$ cat src/hw/rtl/acbc_ram.sv
// Generic single-port-write, single-port-read RAM with registered read data.
`timescale 1ns / 1ps
`default_nettype none
module acbc_ram #(
  parameter int unsigned WIDTH = 128,
  parameter int unsigned DEPTH = 11
) (
  input  wire logic                     clk,
  input  wire logic                     wr_en,
  input  wire logic [$clog2(DEPTH)-1:0] wr_addr,
  input  wire logic [WIDTH-1:0]         wr_data,
  input  wire logic [$clog2(DEPTH)-1:0] rd_addr,
  output logic      [WIDTH-1:0]         rd_data
);

  logic [WIDTH-1:0] mem [DEPTH];

  always_ff @(posedge clk) begin
    if (wr_en) begin
      mem[wr_addr] <= wr_data;
    end
    rd_data <= mem[rd_addr];
  end

endmodule
`default_nettype wire

$ cat config.mk
export PLATFORM = sky130hd
export DESIGN_NAME = acbc_ram
export DESIGN_NICKNAME = d
export VERILOG_FILES = /design/src/hw/rtl/acbc_ram.sv
export SDC_FILE = /design/constraint.sdc
export NUM_CORES = 1
export LEC_CHECK = 0
export BUFFER_PORTS_ARGS = -buffer_cell sky130_fd_sc_hd__buf_2
export CAP_MARGIN = 20
export CORE_MARGIN = 2
export CORE_UTILIZATION = 60
export DETAILED_ROUTE_END_ITERATION = 8
export GPL_TIMING_DRIVEN = 0
export HOLD_SLACK_MARGIN = 0.1
export PLACE_DENSITY = 0.81
export SLEW_MARGIN = 5
export SYNTH_ARGS = -nofsm -noshare
export SYNTH_HDL_FRONTEND = slang
export SYNTH_SLANG_ARGS = --single-unit
$ cat constraint.sdc
create_clock -name clk -period 16.6 [get_ports clk]
set_input_delay 2.49 -clock clk [delete_from_list [all_inputs] [get_ports clk]]
set_output_delay 2.49 -clock clk [all_outputs]
set_load 0.02 [all_outputs]
; Word level (Yosys, flattened, before mapping)
; Memory sizes are Yosys's and may differ from the RTL's. A register that Yosys moved wholly into a read port is not among the register bits.
; Index checks and enable logic that the tools add are counted.
; W data, S select, Z words.
[word_totals]
reg_bits = 0
wordCells = 3
mem_count = 1
mem_bits_rw = 1408
rom_bits = 0
latch_bits = 0
[op_classes]
reduce_logical = 0
bitwise_logic = 0
n_div = 0
order_cmp = 0
multipliers = 0
n_shift = 0
mux = 2
n_addsub = 0
n_eq_ne = 0
[mem_list]
columns = name, words, word_bits, read_ports, rd_clocked_by_memory_dff, write_ports, line_no
row1 = mem, 11, 128, 1, 1, 1, 16  ; logic [WIDTH-1:0] mem [DEPTH];
[op_table]
columns = operator, count
row1 = $mux W1, 2

; Logic depth before layout (Yosys ltp)
; Gate-level depths: netlist (run 1).
[logic_depth]
ltp_word = 2
ltp_mapped = 6
mapped_depth_nobuf = 3

; Least setup slack after synthesis (run 1)
; OpenSTA, ideal clock, no wires.
[synth_timing]
path_type = in2reg
startpoint = input port wr_addr[3]
endpoint = memory mem[0][0], enable pin
setup_ps = 774
stages = 2
path_slack_ps = 4182
n_path_buf = 0
arrival_ps = 11644
cell_sequence = or3b_2 -> nor3_1
[synth_rtl]
columns = item, line_no
row1 = "start, declared", 10  ; input wire logic [$clog2(DEPTH)-1:0] wr_addr,
row2 = "end, declared", 16
; Straight into the memory's write port.

==> flow_summary.json, run 1 <==
{
  "antenna_found_initial": 41,
  "vias_per_cell": 6.350,
  "drive_gt1_share_pct": 28.44,
  "yosysUniqueCellTypes": 20,
  "syn_area_um2": 57460,
  "grt_usage_pct": 28.94,
  "ys_seq_area_share_pct": 78.04,
  "rows": 113,
  "synth.most_common_cell": "edfxtp_1",
  "grt_pass1_vias": 31580,
  "fp.dieH_um": 313.5,
  "dr.first_iter.drc_count": 3909,
  "avgSynthCellArea_um2": 19.02,
  "die-width_um": 313.5,
  "crit_type": "input pin to register",
  "syn2layout_area_growth_pct": 16.29,
  "ys.flop_type": "edfxtp_1",
  "ctsLongestPathBuffers": 3,
  "drt_first_pass_iters": 6,
  "core_area_um2": 95010,
  "worstPathRequired_ps": 17180,
  "fin_worst_skew_ps": 26.51,
  "synth_warnings": 0,
  "initial_core_util_pct": 60.48,
  "fin_setup_tns_ps": 0,
  "wl_per_cell_um": 28.95,
  "num-fill-cells": 5585,
  "worstSetupStartpointType": "input pin",
  "postCtsSetupBuffers": 0,
  "crit_start": "rd_addr[1]",
  "endpoint_kind": "register",
  "drt-total-wl_um": 143300,
  "clock.fmax_ghz": 0.2198,
  "seq_area_um2": 44840,
  "powerDensity_nw_per_um2": 121.7,
  "critPathMaxFanout": 10,
  "outcome": "completed",
  "nets": 3673,
  "setup_viol": 0,
  "cts.clk_slew.worst_paths_ps": 60,
  "slew-limit-headroom_pct": 21.47,
  "worst_slew_pin_slew_ps": 1178,
  "ant_nets": 0,
  "synth-edff-count": 1408,
  "async_flop_share_pct": 0,
  "min-delay-path-class": "register to register",
  "cts.sinks": 1536,
  "ios": 266,
  "dpl.hpwl_um": 89770,
  "synthTopCellsByCount": "edfxtp_1 (1408), mux2_2 (384), mux2i_1 (256), nand2b_1 (131)",
  "hold_violations": 0,
  "cts_hold_buffers": 0,
  "vias": 31420,
  "hp-start": "mem[10][83]",
  "timing.rr.start": "mem[3][31]",
  "cts_resized": 0,
  "syn_nets": 3159,
  "arrival_ps": 5130,
  "syn_inst": 3021,
  "peakVddDrop_mv": 0.08450,
  "multi_input_area_um2": 11710,
  "cts_max_level": 4,
  "max_cap_violations": 0,
  "leakage_nw": 22.81,
  "grt-ovfl-total": 0,
  "period_share_pct": 27.40,
  "gp_congestion": 0.7733,
  "netlist_top_cells_area": "edfxtp_1 (74%), mux2_2 (7.5%), dfxtp_1 (4.5%)",
  "grt_pass1_wl_um": 206600,
  "drv_slew": 0,
  "finalPower_mw": 8.129,
  "io_buffers": 262,
  "numCtsBuffers": 148,
  "cts_tree": "yes",
  "insertion_delay_ps": 770,
  "utilization_pct": 70.33,
  "grt_max_degree": 28,
  "yosysTopAreaCellShare_pct": 73.58,
  "synth_area_leader_cell": "edfxtp_1",
  "rsz0062_at_grt": "false",
  "cts-root-buf": "clkbuf_16",
  "route.detailed.drc": 0,
  "period_minus_slack_ps": 4549,
  "synth_seq_cells": 1536,
  "die_area_um2": 98260
}
[power by group]
group          total [mW]  internal [mW]  switching [mW]
registers            4.36           4.32          0.0317
logic               0.498          0.174           0.323
clock network        3.28           1.88            1.40
total                8.13           6.38            1.75
[stage by stage]
stage          cell area [µm²]  std cells  hold WS (ps)  worst slack (ps)
6_report                 66820       4948         575.7             12050
5_1_grt                  66800       4940         619.4             11960
4_1_cts                  66720       4922         581.0             12120
3_5_place_dp             61990       4647         562.5             11340
3_3_place_gp             60350       4548         547.3             -4582
2_1_floorplan            57460       3021         539.4              4182
[logic make-up after synthesis]
| kind of cell | Yosys count | synth area share [%] |
|---|---|---|
| DFF | 1536 | 78.04 |
| muxes | 640 | 11.99 |
| AOI/OAI and AO/OA | 512 | 6.689 |
| buffers and inverters | 184 | 1.707 |
| and+or+nand+nor | 149 | 1.577 |
[area by class of cell]
class / instances / share of cell area [%]
repair buffers: 364 / 4.361
well taps: 1265 / 2.369
clock buffers: 217 / 6.316
clock inverters: 58 / 0.7677
plain buffers: 184 / 1.468
flip-flops and latches: 1536 / 67.11
diodes: 23 / 0.08613
multi-input cells: 1301 / 17.53
[metal layers]
metal / vias up / global-route usage [%] / wire, µm
met3: 293 / 6.215 / 15320
met2: 1996 / 46.20 / 68920
met5: - / 0 / 184
met4: 30 / 11.39 / 4831
met1: 15840 / 39.46 / 54000
li1: 13260 / - / -
[placed cells by master (no fill, tap or decap), drive strengths merged, types with 45 or more instances in the layout]
cell,Yosys,routed
nand2b,131,131
a22o,128,128
o211ai,128,128
mux2i,256,256
edfxtp,1408,1408
buf,91,455
clkinv,0,45
o31ai,128,128
clkbuf,93,310
o22ai,128,128
mux2,384,384
dfxtp,128,128
[worst max-delay path, cell delays in order]
cell and delay [ps]:
buf_2 190, nand2_1 110, buf_2 570, clkbuf_1 870, o22ai_1 210, o31ai_1 670
[sequential cells by signal, indices dropped and copies added (netlist names)]
name	count
mem	1408
rd_data	128
[worst paths after layout]
kind,endpoint,slack [ps],cells past startpoint
setup / recovery,rd_data[73],12050,6
hold reg to reg,rd_data[83],580,3
hold / removal,rd_data[83],580,3
setup reg to reg,rd_data[31],15010,3
(Power assumes the default switching activity.)
==> run 2: changes to the inputs <==
==> constraint.sdc (replaced) <==
create_clock -name clk -period 4.7 [get_ports clk]
set_input_delay 0.705 -clock clk [delete_from_list [all_inputs] [get_ports clk]]
set_output_delay 0.705 -clock clk [all_outputs]
set_load 0.02 [all_outputs]
==> run 2 against run 1 <==
Against the previous run: sequential cell count stayed put; combinational power increased to 3.5 times the previous value; clock power rose to 3.6 times the previous value; non-clock buffer count decreased by 28; setup slack worse by 9900 ps; wire length is 0.98% lower; sequential power rose to 3.5 times the previous value.
==> flow_summary.json, run 2 (same netlist as run 1, synthesis figures left out) <==
{
  "initial_core_util_pct": 60.48,
  "cts.clk_slew.worst_paths_ps": 60,
  "largest_reg_flops": 1408,
  "fp.dieH_um": 313.5,
  "ant_nets": 0,
  "fin_worst_skew_ps": 25.84,
  "insertion_delay_ps": 760,
  "outcome": "completed",
  "max_cap_violations": 0,
  "top_regs": "mem (1408), rd_data (128)",
  "period_share_pct": 53.54,
  "dpl.hpwl_um": 88470,
  "cts_max_level": 4,
  "min-delay-path-class": "input pin to register",
  "r2r_end": "rd_data[70]",
  "arrival_ps": 2960,
  "gp_congestion": 0.7835,
  "cts_tree": "yes",
  "postCtsSetupBuffers": 0,
  "worstHoldPathCells": 1,
  "die-width_um": 313.5,
  "worstPathRequired_ps": 5150,
  "grt_pass1_vias": 31810,
  "fin_cells": 4925,
  "final_common_cell": "edfxtp_1",
  "timing.rr.start": "mem[3][70]",
  "drt-total-wl_um": 141900,
  "cts-root-buf": "clkbuf_16",
  "cts_resized": 0,
  "core_area_um2": 95010,
  "cts.sinks": 1536,
  "syn2layout_area_growth_pct": 16.32,
  "holdPathEnd": "mem[0][92]",
  "clock.fmax_ghz": 0.3974,
  "grt-ovfl-total": 0,
  "worst_slew_pin_slew_ps": 1162,
  "placedCellCount": 4622,
  "drt_first_pass_iters": 6,
  "route.detailed.drc": 0,
  "grt_pass1_wl_um": 204600,
  "largest-register": "mem",
  "worst_slack_ps": 2184,
  "powerDensity_nw_per_um2": 432.5,
  "finalPower_mw": 28.91,
  "worstSetupStartpointType": "input pin",
  "grt_max_degree": 27,
  "vias_per_cell": 6.323,
  "cts_hold_buffers": 0,
  "wl_per_cell_um": 28.80,
  "period_minus_slack_ps": 2516,
  "antenna_found_initial": 42,
  "die_area_um2": 98260,
  "hp-start": "wr_data[92]",
  "rsz0062_at_grt": "false",
  "peakVddDrop_mv": 0.3771,
  "dr.first_iter.drc_count": 3933,
  "io_buffers": 262,
  "leakage_nw": 22.76,
  "critPathMaxFanout": 15,
  "setup_viol": 0,
  "utilization_pct": 70.35,
  "crit_type": "input pin to register",
  "slew-limit-headroom_pct": 22.51,
  "vias": 31140,
  "endpoint_kind": "register",
  "hold_violations": 0,
  "ff2ff_setup_slack_ps": 3250,
  "ios": 266,
  "pre_cts_ws_ps": 1420,
  "nets": 3645,
  "ctsLongestPathBuffers": 3,
  "numCtsBuffers": 148,
  "r2r_cells": 3,
  "rows": 113,
  "drive_gt1_share_pct": 28.40,
  "grt_usage_pct": 28.57,
  "drv_slew": 0,
  "final_cell_mix": "edfxtp_1 (1408), mux2_2 (384), buf_2 (290), mux2i_1 (256), clkbuf_16 (153)"
}
run 2: changes by cell type in the layout (fill, tap and decap cells not counted), sizes merged:
cell and delta:
bufinv +2, diode +7, buf -28, clkbuf -7
clkinv -1, clkinvlp +4
run 2: layout make-up:
class	instances	area (µm²)
antenna	30	75.07
buffer	184	982.2
clock buffer	210	4213
clock inverter	63	619.3
fill	5612	28170
multi-input combinational	1301	11730
sequential	1536	44840
tap	1265	1583
timing repair buffer	336	2793
run 2: how the worst max path moves through the flow:
stage,start,to,slack [ps]
floorplan,wr_addr[3],mem[1][0],-230
global placement,wr_addr[3],mem[1][115],-3710
detailed placement,wr_addr[2],mem[8][112],1420
CTS,wr_addr[2],mem[8][101],2220
global route,wr_addr[2],mem[8][101],2100
finish,wr_addr[2],mem[8][101],2180
run 2: routing by layer:
metal	vias to the layer above	GRT usage [%]	wire, µm
li1	13200	-	-
met1	15670	37.46	52400
met2	1899	46.90	69880
met3	349	5.865	13890
met4	20	12.33	5546
met5	-	0	136
run 2: per-stage QoR:
stage / setup TNS (ps) / hold WS (ps) / area [µm²]
detailed placement: 0 / 562.4 / 61930
finish: 0 / 258.9 / 66840
global route: 0 / 257.4 / 66820
global placement: -3217910 / 551.7 / 60430
CTS: 0 / 224.2 / 66770
floorplan: -75150 / 539.4 / 57540
run 2: power by group:
part | switching [mW] | internal, mW | leakage (nW)
clock | 5.01 | 6.77 | 2.36
sequential | 0.110 | 15.3 | 13.8
combinational | 1.14 | 0.613 | 6.60
run 2: worst max-delay path, stage by stage:
cell and delay, ps:
buf_2 110, nand3b_1 320, nor3_4 770, buf_8 280, buf_16 180, buf_8 190
buf_8 180, buf_16 160
